==> config.mk <==
export PLATFORM = sky130hd
export DESIGN_NAME = peer_unchoke_selector_top
export DESIGN_NICKNAME = d
export VERILOG_FILES = /design/src/rtl/psel_pkg.sv /design/src/rtl/psel_table.sv /design/src/rtl/psel_ctrl.sv /design/src/rtl/peer_unchoke_selector_top.sv
export SDC_FILE = /design/constraint.sdc
export NUM_CORES = 2
export LEC_CHECK = 0
export BUFFER_PORTS_ARGS = -buffer_cell sky130_fd_sc_hd__buf_4
export CELL_PAD_IN_SITES_DETAIL_PLACEMENT = 1
export CELL_PAD_IN_SITES_GLOBAL_PLACEMENT = 1
export CORE_MARGIN = 2
export CORE_UTILIZATION = 26
export DETAILED_ROUTE_END_ITERATION = 8
export MAX_ROUTING_LAYER = met4
export PLACE_DENSITY = 0.51
export SLEW_MARGIN = 25
export SYNTH_ARGS = -nofsm -noshare
export SYNTH_HDL_FRONTEND = slang
export SYNTH_SLANG_ARGS = --single-unit
==> constraint.sdc <==
create_clock -name clk_i -period 8.2 [get_ports clk_i]
set_input_delay 0.82 -clock clk_i [delete_from_list [all_inputs] [get_ports clk_i]]
set_output_delay 0.82 -clock clk_i [all_outputs]
set_load 0.005 [all_outputs]
==> src/rtl/psel_pkg.sv <==
// Types and constants of the peer unchoke selector
package psel_pkg;

  typedef logic [15:0] peer_key_t;
  typedef logic [31:0] rate_t;

  typedef enum logic [1:0] {
    ACT_ADD    = 2'd0,
    ACT_REMOVE = 2'd1,
    ACT_SELECT = 2'd2,
    ACT_NONE   = 2'd3
  } action_e;

  typedef enum logic [1:0] {
    EV_CHOKE   = 2'd0,
    EV_UNCHOKE = 2'd1,
    EV_NOCHG   = 2'd2
  } event_e;

  typedef enum logic [3:0] {
    ST_IDLE,
    ST_FIND,
    ST_WRITE,
    ST_RANK,
    ST_DIV,
    ST_PLACE,
    ST_CRD,
    ST_CEV,
    ST_UNCH,
    ST_FLUSH
  } state_e;

  typedef struct packed {
    logic      en;
    logic      clear;
    peer_key_t id;
    rate_t     rate;
    logic      want;
  } tbl_wr_t;

  localparam int unsigned ROUND_PERIOD = 3;
  localparam logic [3:0]  ACTIVE_RESET = 4'd4;
  localparam int unsigned PICK_W       = 8;

endpackage

==> src/rtl/psel_table.sv <==
// Peer table: id and rate memory with valid and interested flags
module psel_table
  import psel_pkg::*;
#(
  parameter int MAX_PEERS = 16
) (
  input  logic                         clk_i,
  input  logic                         rst_ni,
  input  logic                         rd_en_i,
  input  logic [$clog2(MAX_PEERS)-1:0] rd_addr_i,
  input  logic [$clog2(MAX_PEERS)-1:0] wr_addr_i,
  input  tbl_wr_t                      wr_i,
  output peer_key_t                    rd_id_o,
  output rate_t                        rd_rate_o,
  output logic [MAX_PEERS-1:0]         valid_o,
  output logic [MAX_PEERS-1:0]         intr_o
);

  logic [$bits(peer_key_t)+$bits(rate_t)-1:0] mem [MAX_PEERS];
  logic [$bits(peer_key_t)+$bits(rate_t)-1:0] rdata_q;
  logic [MAX_PEERS-1:0]                       valid_q;
  logic [MAX_PEERS-1:0]                       intr_q;

  always_ff @(posedge clk_i) begin
    if (wr_i.en && !wr_i.clear) begin
      mem[wr_addr_i] <= {wr_i.id, wr_i.rate};
    end
    if (rd_en_i) begin
      rdata_q <= mem[rd_addr_i];
    end
  end

  always_ff @(posedge clk_i or negedge rst_ni) begin
    if (!rst_ni) begin
      valid_q <= '0;
      intr_q  <= '0;
    end else if (wr_i.en) begin
      valid_q[wr_addr_i] <= !wr_i.clear;
      intr_q[wr_addr_i]  <= wr_i.want && !wr_i.clear;
    end
  end

  assign rd_id_o   = rdata_q[$bits(peer_key_t)+$bits(rate_t)-1:$bits(rate_t)];
  assign rd_rate_o = rdata_q[$bits(rate_t)-1:0];
  assign valid_o   = valid_q;
  assign intr_o    = intr_q;

endmodule

==> src/rtl/psel_ctrl.sv <==
// Sequencer: table search, rank passes, choke and unchoke word generation
module psel_ctrl
  import psel_pkg::*;
#(
  parameter int MAX_PEERS  = 16,
  parameter int MAX_ACTIVE = 8
) (
  input  logic                         clk_i,
  input  logic                         rst_ni,
  input  logic                         in_valid_i,
  output logic                         in_ready_o,
  input  logic [1:0]                   action_i,
  input  peer_key_t                    peer_key_i,
  input  rate_t                        rate_i,
  input  logic                         wants_upload_i,
  input  logic [PICK_W-1:0]            random_pick_i,
  input  logic                         cfg_we_i,
  input  logic [3:0]                   cfg_data_i,
  output logic                         out_valid_o,
  input  logic                         out_ready_i,
  output peer_key_t                    target_peer_o,
  output logic [1:0]                   event_res_o,
  output logic                         last_o,
  output logic                         tbl_rd_en_o,
  output logic [$clog2(MAX_PEERS)-1:0] tbl_rd_addr_o,
  output logic [$clog2(MAX_PEERS)-1:0] tbl_wr_addr_o,
  output tbl_wr_t                      tbl_wr_o,
  input  peer_key_t                    tbl_id_i,
  input  rate_t                        tbl_rate_i,
  input  logic [MAX_PEERS-1:0]         tbl_valid_i,
  input  logic [MAX_PEERS-1:0]         tbl_intr_i
);

  localparam int SW  = $clog2(MAX_PEERS);
  localparam int CW  = $clog2(MAX_PEERS + 1);
  localparam int AIW = (MAX_ACTIVE > 1) ? $clog2(MAX_ACTIVE) : 1;
  localparam int ACW = $clog2(MAX_ACTIVE + 1);
  localparam logic [4:0] MAX_A5 = 5'(MAX_ACTIVE);

  state_e state_q, state_d;

  action_e           act_q;
  peer_key_t         key_q;
  rate_t             rate_q;
  logic              want_q;
  logic [PICK_W-1:0] pick_q;
  logic [3:0]        active_q;
  logic [1:0]        phase_q;

  logic [CW-1:0] scan_idx_q;
  logic          rd_vld_q;
  logic [SW-1:0] rd_slot_q;

  logic          found_q, free_q;
  logic [SW-1:0] found_slot_q, free_slot_q;

  logic          best_vld_q;
  rate_t         best_rate_q, prev_rate_q;
  logic [SW-1:0] best_slot_q, prev_slot_q;
  peer_key_t     best_id_q;
  logic [CW-1:0] r_q, count_q;

  logic          opt_vld_q, opt_done_q;
  logic [CW-1:0] rem_q;
  logic [2:0]    div_cnt_q;
  logic [ACW-1:0] fill_q, i_q, ucount_q;

  peer_key_t chosen_q [MAX_ACTIVE];
  peer_key_t unch_mem [MAX_ACTIVE];
  peer_key_t unch_rdata_q;

  logic      pend_vld_q;
  peer_key_t pend_id_q;
  event_e    pend_ev_q;
  logic      out_vld_q;
  peer_key_t out_id_q;
  event_e    out_ev_q;
  logic      out_last_q;

  logic accept, scan_busy, pass_done, hit, cand, below_prev, above_best;
  logic pass_start, place, div_start, div_step, i_clr, i_inc;
  logic unch_rd, unch_wr, emit, flush, out_free, can_emit, kept;
  logic opt_hit, fill_ok, stop;
  peer_key_t emit_id;
  event_e    emit_ev;
  logic [ACW-1:0] size_w, limit, nchosen, fill_pos, fill_nx;
  logic [CW:0]    rem_sh, rem_nx;

  assign accept    = in_valid_i && in_ready_o;
  assign out_free  = !out_vld_q || out_ready_i;
  assign can_emit  = !pend_vld_q || out_free;
  assign scan_busy = (state_q == ST_FIND) || (state_q == ST_RANK);
  assign pass_done = (scan_idx_q == CW'(MAX_PEERS)) && !rd_vld_q;

  assign tbl_rd_en_o   = scan_busy && (scan_idx_q < CW'(MAX_PEERS));
  assign tbl_rd_addr_o = scan_idx_q[SW-1:0];

  assign hit        = rd_vld_q && tbl_valid_i[rd_slot_q] && (tbl_id_i == key_q);
  assign below_prev = (tbl_rate_i < prev_rate_q) ||
                      ((tbl_rate_i == prev_rate_q) && (rd_slot_q > prev_slot_q));
  assign above_best = tbl_rate_i > best_rate_q;
  assign cand       = rd_vld_q && tbl_valid_i[rd_slot_q] && tbl_intr_i[rd_slot_q] &&
                      ((r_q == '0) || below_prev) && (!best_vld_q || above_best);

  always_comb begin
    if (active_q == 4'd0) begin
      size_w = ACW'(1);
    end else if ({1'b0, active_q} > MAX_A5) begin
      size_w = ACW'(MAX_ACTIVE);
    end else begin
      size_w = ACW'(active_q);
    end
  end

  assign limit    = size_w - ACW'(opt_vld_q);
  assign nchosen  = fill_q + ACW'(opt_vld_q);
  assign fill_pos = fill_q + ACW'(opt_vld_q);
  assign opt_hit  = opt_vld_q && (r_q == rem_q);
  assign fill_ok  = !opt_hit && (fill_q < limit);
  assign fill_nx  = fill_ok ? fill_q + ACW'(1) : fill_q;
  assign stop     = ((fill_nx == limit) && (!opt_vld_q || opt_done_q || opt_hit)) ||
                    ((r_q + CW'(1)) == count_q);

  assign rem_sh = {rem_q, pick_q[3'(PICK_W - 1) - div_cnt_q]};
  assign rem_nx = (rem_sh >= {1'b0, count_q}) ? rem_sh - {1'b0, count_q} : rem_sh;

  always_comb begin
    kept = 1'b0;
    for (int j = 0; j < MAX_ACTIVE; j++) begin
      if ((ACW'(j) < nchosen) && (chosen_q[j] == unch_rdata_q)) begin
        kept = 1'b1;
      end
    end
  end

  always_comb begin
    tbl_wr_o       = '0;
    tbl_wr_o.id    = key_q;
    tbl_wr_o.rate  = rate_q;
    tbl_wr_o.want  = want_q;
    tbl_wr_addr_o  = found_q ? found_slot_q : free_slot_q;
    if (state_q == ST_WRITE) begin
      if (act_q == ACT_ADD) begin
        tbl_wr_o.en = found_q || free_q;
      end else if (act_q == ACT_REMOVE) begin
        tbl_wr_o.en    = found_q;
        tbl_wr_o.clear = 1'b1;
      end
    end
  end

  always_comb begin
    state_d    = state_q;
    in_ready_o = 1'b0;
    pass_start = 1'b0;
    place      = 1'b0;
    div_start  = 1'b0;
    div_step   = 1'b0;
    i_clr      = 1'b0;
    i_inc      = 1'b0;
    unch_rd    = 1'b0;
    unch_wr    = 1'b0;
    emit       = 1'b0;
    emit_id    = unch_rdata_q;
    emit_ev    = EV_CHOKE;
    flush      = 1'b0;
    case (state_q)
      ST_IDLE: begin
        in_ready_o = 1'b1;
        if (in_valid_i) begin
          pass_start = 1'b1;
          case (action_e'(action_i))
            ACT_SELECT:         state_d = ST_RANK;
            ACT_ADD, ACT_REMOVE: state_d = ST_FIND;
            default:            state_d = ST_WRITE;
          endcase
        end
      end
      ST_FIND: begin
        if (pass_done) state_d = ST_WRITE;
      end
      ST_WRITE: begin
        state_d = ST_IDLE;
      end
      ST_RANK: begin
        if (pass_done) begin
          if (!best_vld_q) begin
            i_clr   = 1'b1;
            state_d = ST_CRD;
          end else if ((r_q == '0) && (phase_q == '0)) begin
            div_start = 1'b1;
            state_d   = ST_DIV;
          end else begin
            state_d = ST_PLACE;
          end
        end
      end
      ST_DIV: begin
        div_step = 1'b1;
        if (div_cnt_q == 3'(PICK_W - 1)) state_d = ST_PLACE;
      end
      ST_PLACE: begin
        place = 1'b1;
        if (stop) begin
          i_clr   = 1'b1;
          state_d = ST_CRD;
        end else begin
          pass_start = 1'b1;
          state_d    = ST_RANK;
        end
      end
      ST_CRD: begin
        if (i_q < ucount_q) begin
          unch_rd = 1'b1;
          state_d = ST_CEV;
        end else begin
          i_clr   = 1'b1;
          state_d = ST_UNCH;
        end
      end
      ST_CEV: begin
        if (kept) begin
          i_inc   = 1'b1;
          state_d = ST_CRD;
        end else if (can_emit) begin
          emit    = 1'b1;
          i_inc   = 1'b1;
          state_d = ST_CRD;
        end
      end
      ST_UNCH: begin
        if (i_q < nchosen) begin
          if (can_emit) begin
            emit    = 1'b1;
            emit_id = chosen_q[i_q[AIW-1:0]];
            emit_ev = EV_UNCHOKE;
            unch_wr = 1'b1;
            i_inc   = 1'b1;
          end
        end else begin
          state_d = ST_FLUSH;
        end
      end
      ST_FLUSH: begin
        if (out_free) begin
          flush   = 1'b1;
          state_d = ST_IDLE;
        end
      end
      default: state_d = ST_IDLE;
    endcase
  end

  always_ff @(posedge clk_i or negedge rst_ni) begin
    if (!rst_ni) begin
      state_q <= ST_IDLE;
    end else begin
      state_q <= state_d;
    end
  end

  always_ff @(posedge clk_i or negedge rst_ni) begin
    if (!rst_ni) begin
      active_q    <= ACTIVE_RESET;
      phase_q     <= '0;
      ucount_q    <= '0;
      scan_idx_q  <= '0;
      rd_vld_q    <= 1'b0;
      found_q     <= 1'b0;
      free_q      <= 1'b0;
      best_vld_q  <= 1'b0;
      r_q         <= '0;
      count_q     <= '0;
      opt_vld_q   <= 1'b0;
      opt_done_q  <= 1'b0;
      rem_q       <= '0;
      div_cnt_q   <= '0;
      fill_q      <= '0;
      i_q         <= '0;
      pend_vld_q  <= 1'b0;
      out_vld_q   <= 1'b0;
    end else begin
      if (cfg_we_i) active_q <= cfg_data_i;

      rd_vld_q <= tbl_rd_en_o;
      if (tbl_rd_en_o) scan_idx_q <= scan_idx_q + CW'(1);
      if (pass_start) begin
        scan_idx_q <= '0;
        best_vld_q <= 1'b0;
      end else if ((state_q == ST_RANK) && cand) begin
        best_vld_q <= 1'b1;
      end

      if (accept) begin
        found_q    <= 1'b0;
        free_q     <= 1'b0;
        r_q        <= '0;
        count_q    <= '0;
        opt_vld_q  <= 1'b0;
        opt_done_q <= 1'b0;
        fill_q     <= '0;
        if (action_e'(action_i) == ACT_SELECT) begin
          phase_q <= (phase_q == 2'(ROUND_PERIOD - 1)) ? '0 : phase_q + 2'd1;
        end
      end

      if (state_q == ST_FIND) begin
        if (hit) found_q <= 1'b1;
        if (rd_vld_q && !tbl_valid_i[rd_slot_q]) free_q <= 1'b1;
      end

      if ((state_q == ST_RANK) && (r_q == '0) && rd_vld_q &&
          tbl_valid_i[rd_slot_q] && tbl_intr_i[rd_slot_q]) begin
        count_q <= count_q + CW'(1);
      end

      if (div_start) begin
        opt_vld_q <= 1'b1;
        rem_q     <= '0;
        div_cnt_q <= '0;
      end else if (div_step) begin
        rem_q     <= rem_nx[CW-1:0];
        div_cnt_q <= div_cnt_q + 3'd1;
      end

      if (place) begin
        if (opt_hit) opt_done_q <= 1'b1;
        fill_q <= fill_nx;
        r_q    <= r_q + CW'(1);
      end

      if (i_clr) begin
        i_q <= '0;
      end else if (i_inc) begin
        i_q <= i_q + ACW'(1);
      end

      if (flush) ucount_q <= nchosen;

      if (emit) begin
        pend_vld_q <= 1'b1;
      end else if (flush) begin
        pend_vld_q <= 1'b0;
      end

      if ((emit && pend_vld_q) || flush) begin
        out_vld_q <= 1'b1;
      end else if (out_ready_i) begin
        out_vld_q <= 1'b0;
      end
    end
  end

  always_ff @(posedge clk_i) begin
    if (accept) begin
      act_q  <= action_e'(action_i);
      key_q  <= peer_key_i;
      rate_q <= rate_i;
      want_q <= wants_upload_i;
      pick_q <= random_pick_i;
    end
    rd_slot_q <= scan_idx_q[SW-1:0];
    if ((state_q == ST_FIND) && hit) found_slot_q <= rd_slot_q;
    if ((state_q == ST_FIND) && rd_vld_q && !tbl_valid_i[rd_slot_q] && !free_q) begin
      free_slot_q <= rd_slot_q;
    end
    if ((state_q == ST_RANK) && cand) begin
      best_rate_q <= tbl_rate_i;
      best_slot_q <= rd_slot_q;
      best_id_q   <= tbl_id_i;
    end
    if (place) begin
      prev_rate_q <= best_rate_q;
      prev_slot_q <= best_slot_q;
      if (opt_hit) begin
        chosen_q[0] <= best_id_q;
      end else if (fill_ok) begin
        chosen_q[fill_pos[AIW-1:0]] <= best_id_q;
      end
    end
    if (unch_wr) unch_mem[i_q[AIW-1:0]] <= chosen_q[i_q[AIW-1:0]];
    if (unch_rd) unch_rdata_q <= unch_mem[i_q[AIW-1:0]];
    if (emit) begin
      pend_id_q <= emit_id;
      pend_ev_q <= emit_ev;
    end
    if (emit && pend_vld_q) begin
      out_id_q   <= pend_id_q;
      out_ev_q   <= pend_ev_q;
      out_last_q <= 1'b0;
    end else if (flush) begin
      out_id_q   <= pend_vld_q ? pend_id_q : '0;
      out_ev_q   <= pend_vld_q ? pend_ev_q : EV_NOCHG;
      out_last_q <= 1'b1;
    end
  end

  assign out_valid_o   = out_vld_q;
  assign target_peer_o = out_id_q;
  assign event_res_o   = out_ev_q;
  assign last_o        = out_last_q;

endmodule

==> src/rtl/peer_unchoke_selector_top.sv <==
// Top level of the peer unchoke selector
//
// Add and remove words search the peer table, one entry per cycle. A select
// word ranks interested peers by rate through repeated passes over the table
// memory, one read per cycle, each pass yielding the next peer in rank order;
// a round takes at least one pass, adds the optimistic pick on every
// ROUND_PERIOD-th select word, then a choke word per previously unchoked peer
// that is not kept and an unchoke word per new set member.
// The number of ranks is the active size, or up to the optimistic position
// when that lies further down. Results go out through a one-word output
// register; a new input word may be taken while the last result still waits.
module peer_unchoke_selector_top
  import psel_pkg::*;
#(
  parameter int MAX_PEERS  = 16,
  parameter int MAX_ACTIVE = 8
) (
  input  logic       clk_i,
  input  logic       rst_ni,
  input  logic       in_valid_i,
  output logic       in_ready_o,
  input  logic [1:0] action_i,
  input  logic [15:0] peer_key_i,
  input  logic [31:0] rate_i,
  input  logic       wants_upload_i,
  input  logic [7:0] random_pick_i,
  input  logic       cfg_we_i,
  input  logic [3:0] cfg_data_i,
  output logic       out_valid_o,
  input  logic       out_ready_i,
  output logic [15:0] target_peer_o,
  output logic [1:0] event_res_o,
  output logic       last_o
);

  logic                         tbl_rd_en;
  logic [$clog2(MAX_PEERS)-1:0] tbl_rd_addr;
  logic [$clog2(MAX_PEERS)-1:0] tbl_wr_addr;
  tbl_wr_t                      tbl_wr;
  peer_key_t                    tbl_id;
  rate_t                        tbl_rate;
  logic [MAX_PEERS-1:0]         tbl_valid;
  logic [MAX_PEERS-1:0]         tbl_intr;

  psel_table #(
    .MAX_PEERS(MAX_PEERS)
  ) u_table (
    .clk_i    (clk_i),
    .rst_ni   (rst_ni),
    .rd_en_i  (tbl_rd_en),
    .rd_addr_i(tbl_rd_addr),
    .wr_addr_i(tbl_wr_addr),
    .wr_i     (tbl_wr),
    .rd_id_o  (tbl_id),
    .rd_rate_o(tbl_rate),
    .valid_o  (tbl_valid),
    .intr_o   (tbl_intr)
  );

  psel_ctrl #(
    .MAX_PEERS (MAX_PEERS),
    .MAX_ACTIVE(MAX_ACTIVE)
  ) u_ctrl (
    .clk_i         (clk_i),
    .rst_ni        (rst_ni),
    .in_valid_i    (in_valid_i),
    .in_ready_o    (in_ready_o),
    .action_i      (action_i),
    .peer_key_i    (peer_key_i),
    .rate_i        (rate_i),
    .wants_upload_i(wants_upload_i),
    .random_pick_i (random_pick_i),
    .cfg_we_i      (cfg_we_i),
    .cfg_data_i    (cfg_data_i),
    .out_valid_o   (out_valid_o),
    .out_ready_i   (out_ready_i),
    .target_peer_o (target_peer_o),
    .event_res_o   (event_res_o),
    .last_o        (last_o),
    .tbl_rd_en_o   (tbl_rd_en),
    .tbl_rd_addr_o (tbl_rd_addr),
    .tbl_wr_addr_o (tbl_wr_addr),
    .tbl_wr_o      (tbl_wr),
    .tbl_id_i      (tbl_id),
    .tbl_rate_i    (tbl_rate),
    .tbl_valid_i   (tbl_valid),
    .tbl_intr_i    (tbl_intr)
  );

endmodule

Word-level counts from Yosys, hierarchy flattened
Memories as Yosys holds them, arrays and structs flattened. A register that Yosys moved wholly into a read port is not among the register bits.
Cells that the tools add are included.
- word-level logic and storage cells: 307
- bits in registers: 281
- bits of input ports: 68
- RAM bits: 1024
- memories: 3
- memory list (name ; depth ; bits a word ; rd ports ; clocked after memory_dff ; write ports ; RTL line ; RTL):
    u_table.mem ; 16 ; 48 ; 1 ; 1 ; 1 ; psel_table.sv:19 ; logic [$bits(peer_key_t)+$bits(rate_t)-1:0] mem [MAX_PEERS];
    u_ctrl.chosen_q ; 8 ; 16 ; 9 ; 0 ; 1 ; psel_ctrl.sv:68 ; peer_key_t chosen_q [MAX_ACTIVE];
    u_ctrl.unch_mem ; 8 ; 16 ; 1 ; 1 ; 1 ; psel_ctrl.sv:69 ; peer_key_t unch_mem [MAX_ACTIVE];
- mux-type cells: 122
- magnitude comparators: 21
- equality and inequality tests: 35
- $add $sub $neg: 11
- reductions and logical operators: 76
- operators with widths (kind ; number):
    equality test 16 bit ; 9
    two-way mux 16 bit ; 7
    two-way mux 4 bit ; 18
    two-way mux 1 bit ; 67
    two-way mux 5 bit ; 8
    case mux 4 bit (9 select lines) ; 1
    logical AND 1 bit ; 35
    bitwise mux 16 bit ; 2
    equality test 32 bit ; 1
    > comparator 32 bit ; 1
    < comparator 32 bit ; 1
    nonzero test 2 bit ; 10
    equality test 4 x 3 -> 1 bit (second input constant) ; 4
    < comparator 3 x 4 -> 1 bit (first input constant) ; 4
    OR reduction 16 bit ; 1
    adder 5 x 1 -> 5 bit (second input constant) ; 3
    < comparator 4 bit ; 3
    two-way mux 2 bit ; 6
    two-way mux 3 bit ; 4
    logical OR 1 bit ; 11
    equality test 5 bit ; 2
    < comparator 4 x 5 -> 1 bit (second input constant) ; 2
    logical NOT 1 bit ; 9
    adder 4 x 1 -> 4 bit (second input constant) ; 2
    37 further kinds ; 54

Longest topological paths before layout
- depth after elaboration: 16
- mapped depth: 14

By module
From an unflattened synthesis, not the netlist that was laid out.
- cell total of the unflattened synthesis: 2986
- area, all modules: 54614.9 um2
- by module, submodules not included (module ; times used ; area an instance (um2) ; sequential area each (um2) ; cells each):
    psel_table ; 1 ; 31466.4 ; 25304.3 ; 1345
    psel_ctrl ; 1 ; 23148.5 ; 15300.9 ; 1641

Least setup slack after synthesis
OpenSTA, ideal clock, no wires.
- kind: register to register
- from: reg u_table.rdata_q[27] (read register of u_table.mem)
- to: reg u_ctrl.best_id_q[0] (enable)
- clock period less this slack: 7.908 ns
- stages on the path, launching flop included: 9
- data required time: 7.610 ns
- buffers on the path: 0
- arrival time: 7.317 ns
- slack: 0.292 ns
- cells stage by stage: edfxtp_1 -> ha_1 -> nand4_1 -> or2_1 -> or4_4 -> or4_4 -> a21oi_2 -> nor4_1 -> nor4_1
- longest elaborated chain between the ends: 7
- elaborated cells on any way between the ends: 10
- those cells by class: order compare: 2; eq/ne: 1; reduce/logical: 7
- RTL lines (what ; RTL line ; RTL):
    start: declaration ; psel_table.sv:20 ; logic [$bits(peer_key_t)+$bits(rate_t)-1:0] rdata_q;
    branches (longest 5 deep; another with < comparator 32 bit) ; - ;
    logical AND 1 bit (*) ; psel_ctrl.sv:103 ; ((r_q == '0) || below_prev) && (!best_vld_q || above_best);
    logical AND 1 bit (*) ; psel_ctrl.sv:367 ; if ((state_q == ST_RANK) && cand) begin
    end signal: assignment ; psel_ctrl.sv:370 ; best_id_q <= tbl_id_i;
    end: declaration ; psel_ctrl.sv:60 ; peer_key_t best_id_q;
Mark *: on every way between the ends.
A chain may end at the register's enable or synchronous reset.

Final worst setup path
- from: reg u_ctrl.fill_q[0]
- to: mem u_ctrl.unch_mem[4][5] in the netlist's numbering (enable)
- longest elaborated chain between the ends: 6
- RTL lines (what ; RTL line ; RTL):
    start: declaration ; psel_ctrl.sv:66 ; logic [ACW-1:0] fill_q, i_q, ucount_q;
    start signal: assignment ; psel_ctrl.sv:328 ; fill_q <= fill_nx;
    adder 4 x 1 -> 4 bit ; psel_ctrl.sv:116 ; assign nchosen = fill_q + ACW'(opt_vld_q);
    net u_ctrl.fill_pos[1] ; psel_ctrl.sv:86 ; logic [ACW-1:0] size_w, limit, nchosen, fill_pos, fill_nx;
    < comparator 4 bit ; psel_ctrl.sv:232 ; if (i_q < nchosen) begin
    two-way mux 1 bit ; psel_ctrl.sv:232 ;
    two-way mux 1 bit ; psel_ctrl.sv:167 ; case (state_q)
    two-way mux 1 bit ; psel_ctrl.sv:381 ; if (unch_wr) unch_mem[i_q[AIW-1:0]] <= chosen_q[i_q[AIW-1:0]];
    two-way mux 1 bit (implied by the code) ; psel_ctrl.sv:381 ;
    end: declaration ; psel_ctrl.sv:69 ;
The timed path passes the listed nets, and every way through them passes these cells.

==> impl_metrics.tcl <==
set metrics [dict create \
    power.static_leakage_nw 20.60 \
    ys_warn_count 0 \
    endpoint_kind "register" \
    r2r_start "u_ctrl.fill_q[0]$_DFFE_PN0P_" \
    final_hold_viol_count 0 \
    wirelength_mm 148.2 \
    worstPathMaxFanout 23 \
    grt_antenna_before_repair 4 \
    synthTopCellsByCount "edfxtp_1 (1278), mux4_2 (252), a22oi_1 (130)" \
    power_density_nw_per_um2 313.2 \
    cp_cell_sequence "ha_1 -> ha_1 -> inv_1 -> ha_1 -> a21o_1 -> a21o_1 -> a2111o_1 -> inv_2 -> nand2_1 -> inv_1 -> and2_1" \
    coreArea_um2 209400 \
    grt_pass1_wl_mm 215.0 \
    fp.dieW_um 462.8 \
    ys_ff_latch 1368 \
    run_status "finished clean" \
    place_hpwl_mm 86.24 \
    vias_per_cell 4.584 \
    setup-tns-final_ns 0 \
    drc 0 \
    worstPathRequired_ns 8.60 \
    synth_most_common_cell "edfxtp_1" \
    dr.first_iter.drc_count 2065 \
    r2r_cells 11 \
    max_freq_mhz 208.9 \
    syn2layout_area_growth_pct 16.51 \
    syn_inst 2892 \
    avgRoutedWirePerCell_um 24.76 \
    critPathKind "register to register" \
    cap_violations 0 \
    slew_viol_final 0 \
    cts_tree "yes" \
    crit_path_max_incr_delay_ns 0.80 \
    synth_edf_count 1278 \
    p_clk_frac 0.328 \
    synth.area.top_cells "edfxtp_1 (70%), mux4_2 (10%), dfrtp_1 (3.8%)" \
    crit_slowest_cell "and2_1" \
    num_io_pins 89 \
    rsz0062_at_grt "false" \
    clockBufferDepth 3 \
    swShare 0.2991 \
    die_h_um 462.8 \
    vias 27440 \
    synth_cell_type_count 82 \
    worstHoldStart "rate_i[30]" \
    cts_hold_buf 1 \
    start_util 0.2614 \
    peakVddDrop_uv 239.4 \
    intPower_mw 14.00 \
    port_buffers 88 \
    whs_path_depth 1 \
    holdWs_ns 0.2047 \
    path_clk_slew_ns 0.06 \
    drtPass1Iterations 5 \
    clock_sinks 1368 \
    insertion_delay_ns 0.79 \
    finalSetupViolCount 0 \
    p_switching_mw 5.974 \
    worst_pin_slew_ns 1.039 \
    path_common_cell "ha_1" \
    final_antenna_net_count 0 \
    start_kind "register" \
    period_needed_ns 4.788 \
    nets 3225 \
    worstPathArrival_ns 5.19 \
    slew_headroom 0.3074 \
    dieArea_um2 214200 \
    gp_congestion 0.7755 \
    whs_endpoint "u_ctrl.rate_q[30]$_DFFE_PP_" \
    grtUsageTotal 0.1408 \
    r2r_slack_ns 3.41 \
    cts_buffers 149 \
    avgSynthCellArea_um2 18.92 \
    yosys.area.top_type "edfxtp_1" \
    seqPwrFrac 0.466 \
    r2r-end "u_ctrl.unch_mem[4][5]$_DFFE_PP_" \
    synthArstFlopShare 0.06213 \
    h-tree-depth 4 \
    hp-class "input port to register" \
    drive_gt1_frac 0.2126 \
    cts_root_buf "clkbuf_16" \
    grt_pass1_vias 29410 \
    synth_nets 3056 \
    syn_area_um2 54730 \
    final.setup_skew_ns 0.03400 \
    grt_max_degree 112 \
    p_comb_frac 0.206 \
    ys_seq_area_frac 0.7419 \
    synth_top_area_frac 0.7012 \
    grt_overflow 0 \
    synth_top_flop_cell "edfxtp_1" \
    ctsResizeCount 0 \
    finalCritPeriodShare 0.5839 \
    post_cts_buffers 0 \
    core.rowCount 168 \
]
stage by stage:
step | util | setup WS (ns) | std cells | total power [mW] | area (µm²)
5_1_grt | 0.3046 | 3.124 | 5985 | 20.88 | 63760
3_5_place_dp | 0.2819 | 3.402 | 5713 | 13.66 | 59030
2_1_floorplan | - | 0.2925 | 2892 | 11.92 | 54730
4_1_cts | 0.3044 | 3.376 | 5983 | 20.28 | 63730
3_3_place_gp | 0.2816 | 3.453 | 5710 | 13.61 | 58950
6_report | 0.3046 | 3.412 | 5986 | 19.97 | 63770
kinds of logic (layout without fill, tap and decap cells):
group                    after synthesis  after routing  synth area share
flip-flops                          1368           1368            0.7419
AND/OR/NAND/NOR                      419            419           0.03992
AO/OA/AOI/OAI                        324            324           0.04104
multiplexers                         283            283            0.1101
buffers and inverters                234            521           0.01783
XOR/XNOR                             168            168           0.02716
adder cells (fa/ha/maj)               96             96           0.02208
other                                  0              2                 0
how the worst max path moves through the flow:
stage	cells past startpoint	slack, ns	from	to
4_1_cts	11	3.38	u_ctrl.fill_q[0]$_DFFE_PN0P_	u_ctrl.unch_mem[5][10]$_DFFE_PP_
3_5_place_dp	11	3.40	u_ctrl.fill_q[0]$_DFFE_PN0P_	u_ctrl.unch_mem[4][15]$_DFFE_PP_
3_3_place_gp	11	3.45	u_ctrl.fill_q[0]$_DFFE_PN0P_	u_ctrl.unch_mem[4][14]$_DFFE_PP_
5_1_grt	11	3.12	u_ctrl.fill_q[0]$_DFFE_PN0P_	u_ctrl.unch_mem[4][7]$_DFFE_PP_
2_1_floorplan	8	0.29	u_table.rdata_q[27]$_DFFE_PP_	u_ctrl.best_id_q[0]$_DFFE_PP_
6_report	11	3.41	u_ctrl.fill_q[0]$_DFFE_PN0P_	u_ctrl.unch_mem[4][5]$_DFFE_PP_
power by group through the flow:
stage / Clock (mW) / Combinational [mW] / Sequential [mW]
after detailed placement: 0 / 4.19 / 9.46
after global placement: 0 / 4.16 / 9.44
after floorplan: 0 / 3.00 / 8.92
final: 6.56 / 4.11 / 9.30
after global routing: 7.00 / 4.49 / 9.39
after CTS: 6.75 / 4.21 / 9.32
state kept, by name (all words and copies together), names as in the netlist, 32 cells and up:
signal,cells
u_ctrl.rate_q,32
u_table.rdata_q,48
u_ctrl.prev_rate_q,32
u_table.mem,768
u_ctrl.best_rate_q,32
u_ctrl.chosen_q,128
u_ctrl.unch_mem,128
critical path, delay by kind of cell (launching register included):
kind / cells / cell delay (ns)
AOI/OAI and AO/OA: 3 / 0.80
adders and majority gates: 3 / 0.96
buffers and inverters: 3 / 0.95
DFF: 1 / 0.48
and+or+nand+nor: 2 / 1.20
final cells by class:
cell class	count	area [µm²]
Fill cell	21430	145600
Sequential cell	1368	40620
Multi-Input combinational cell	1290	13330
Clock buffer	200	3984
Tap cell	2805	3510
Timing Repair Buffer	146	1209
Clock inverter	69	713.2
Inverter	106	400.4
Antenna cell	2	5.005
placed cells by master (no fill, tap or decap), types with 15 or more instances in the layout:
cell type  netlist  routed
clkinv_2         0      15
a21oi_1         42      41
o21ai_0         47      47
and2_1          25      25
ha_1            95      95
buf_4           11     138
mux2_2          26      26
nor4_1          28      27
clkinv_1         0      28
mux4_2         252     252
xnor2_1         62      62
clkbuf_16        0     152
inv_1          105     103
nand2_1        109     109
a22oi_1        130     130
nand4_1         67      67
a21o_1          26      26
nor2_4           0      17
nand3_1         22      22
clkbuf_1        87      48
xor2_1         104     104
edfxtp_1      1278    1278
nor2_1          82      64
dfrtp_1         84      80
per-layer routing:
layer	track usage	routed length, µm
met1	0.1928	70330
met2	0.2219	70380
met3	0.01997	5033
met4	0.03144	2492
met5	-	0
Power figures use the tool's default switching activity.
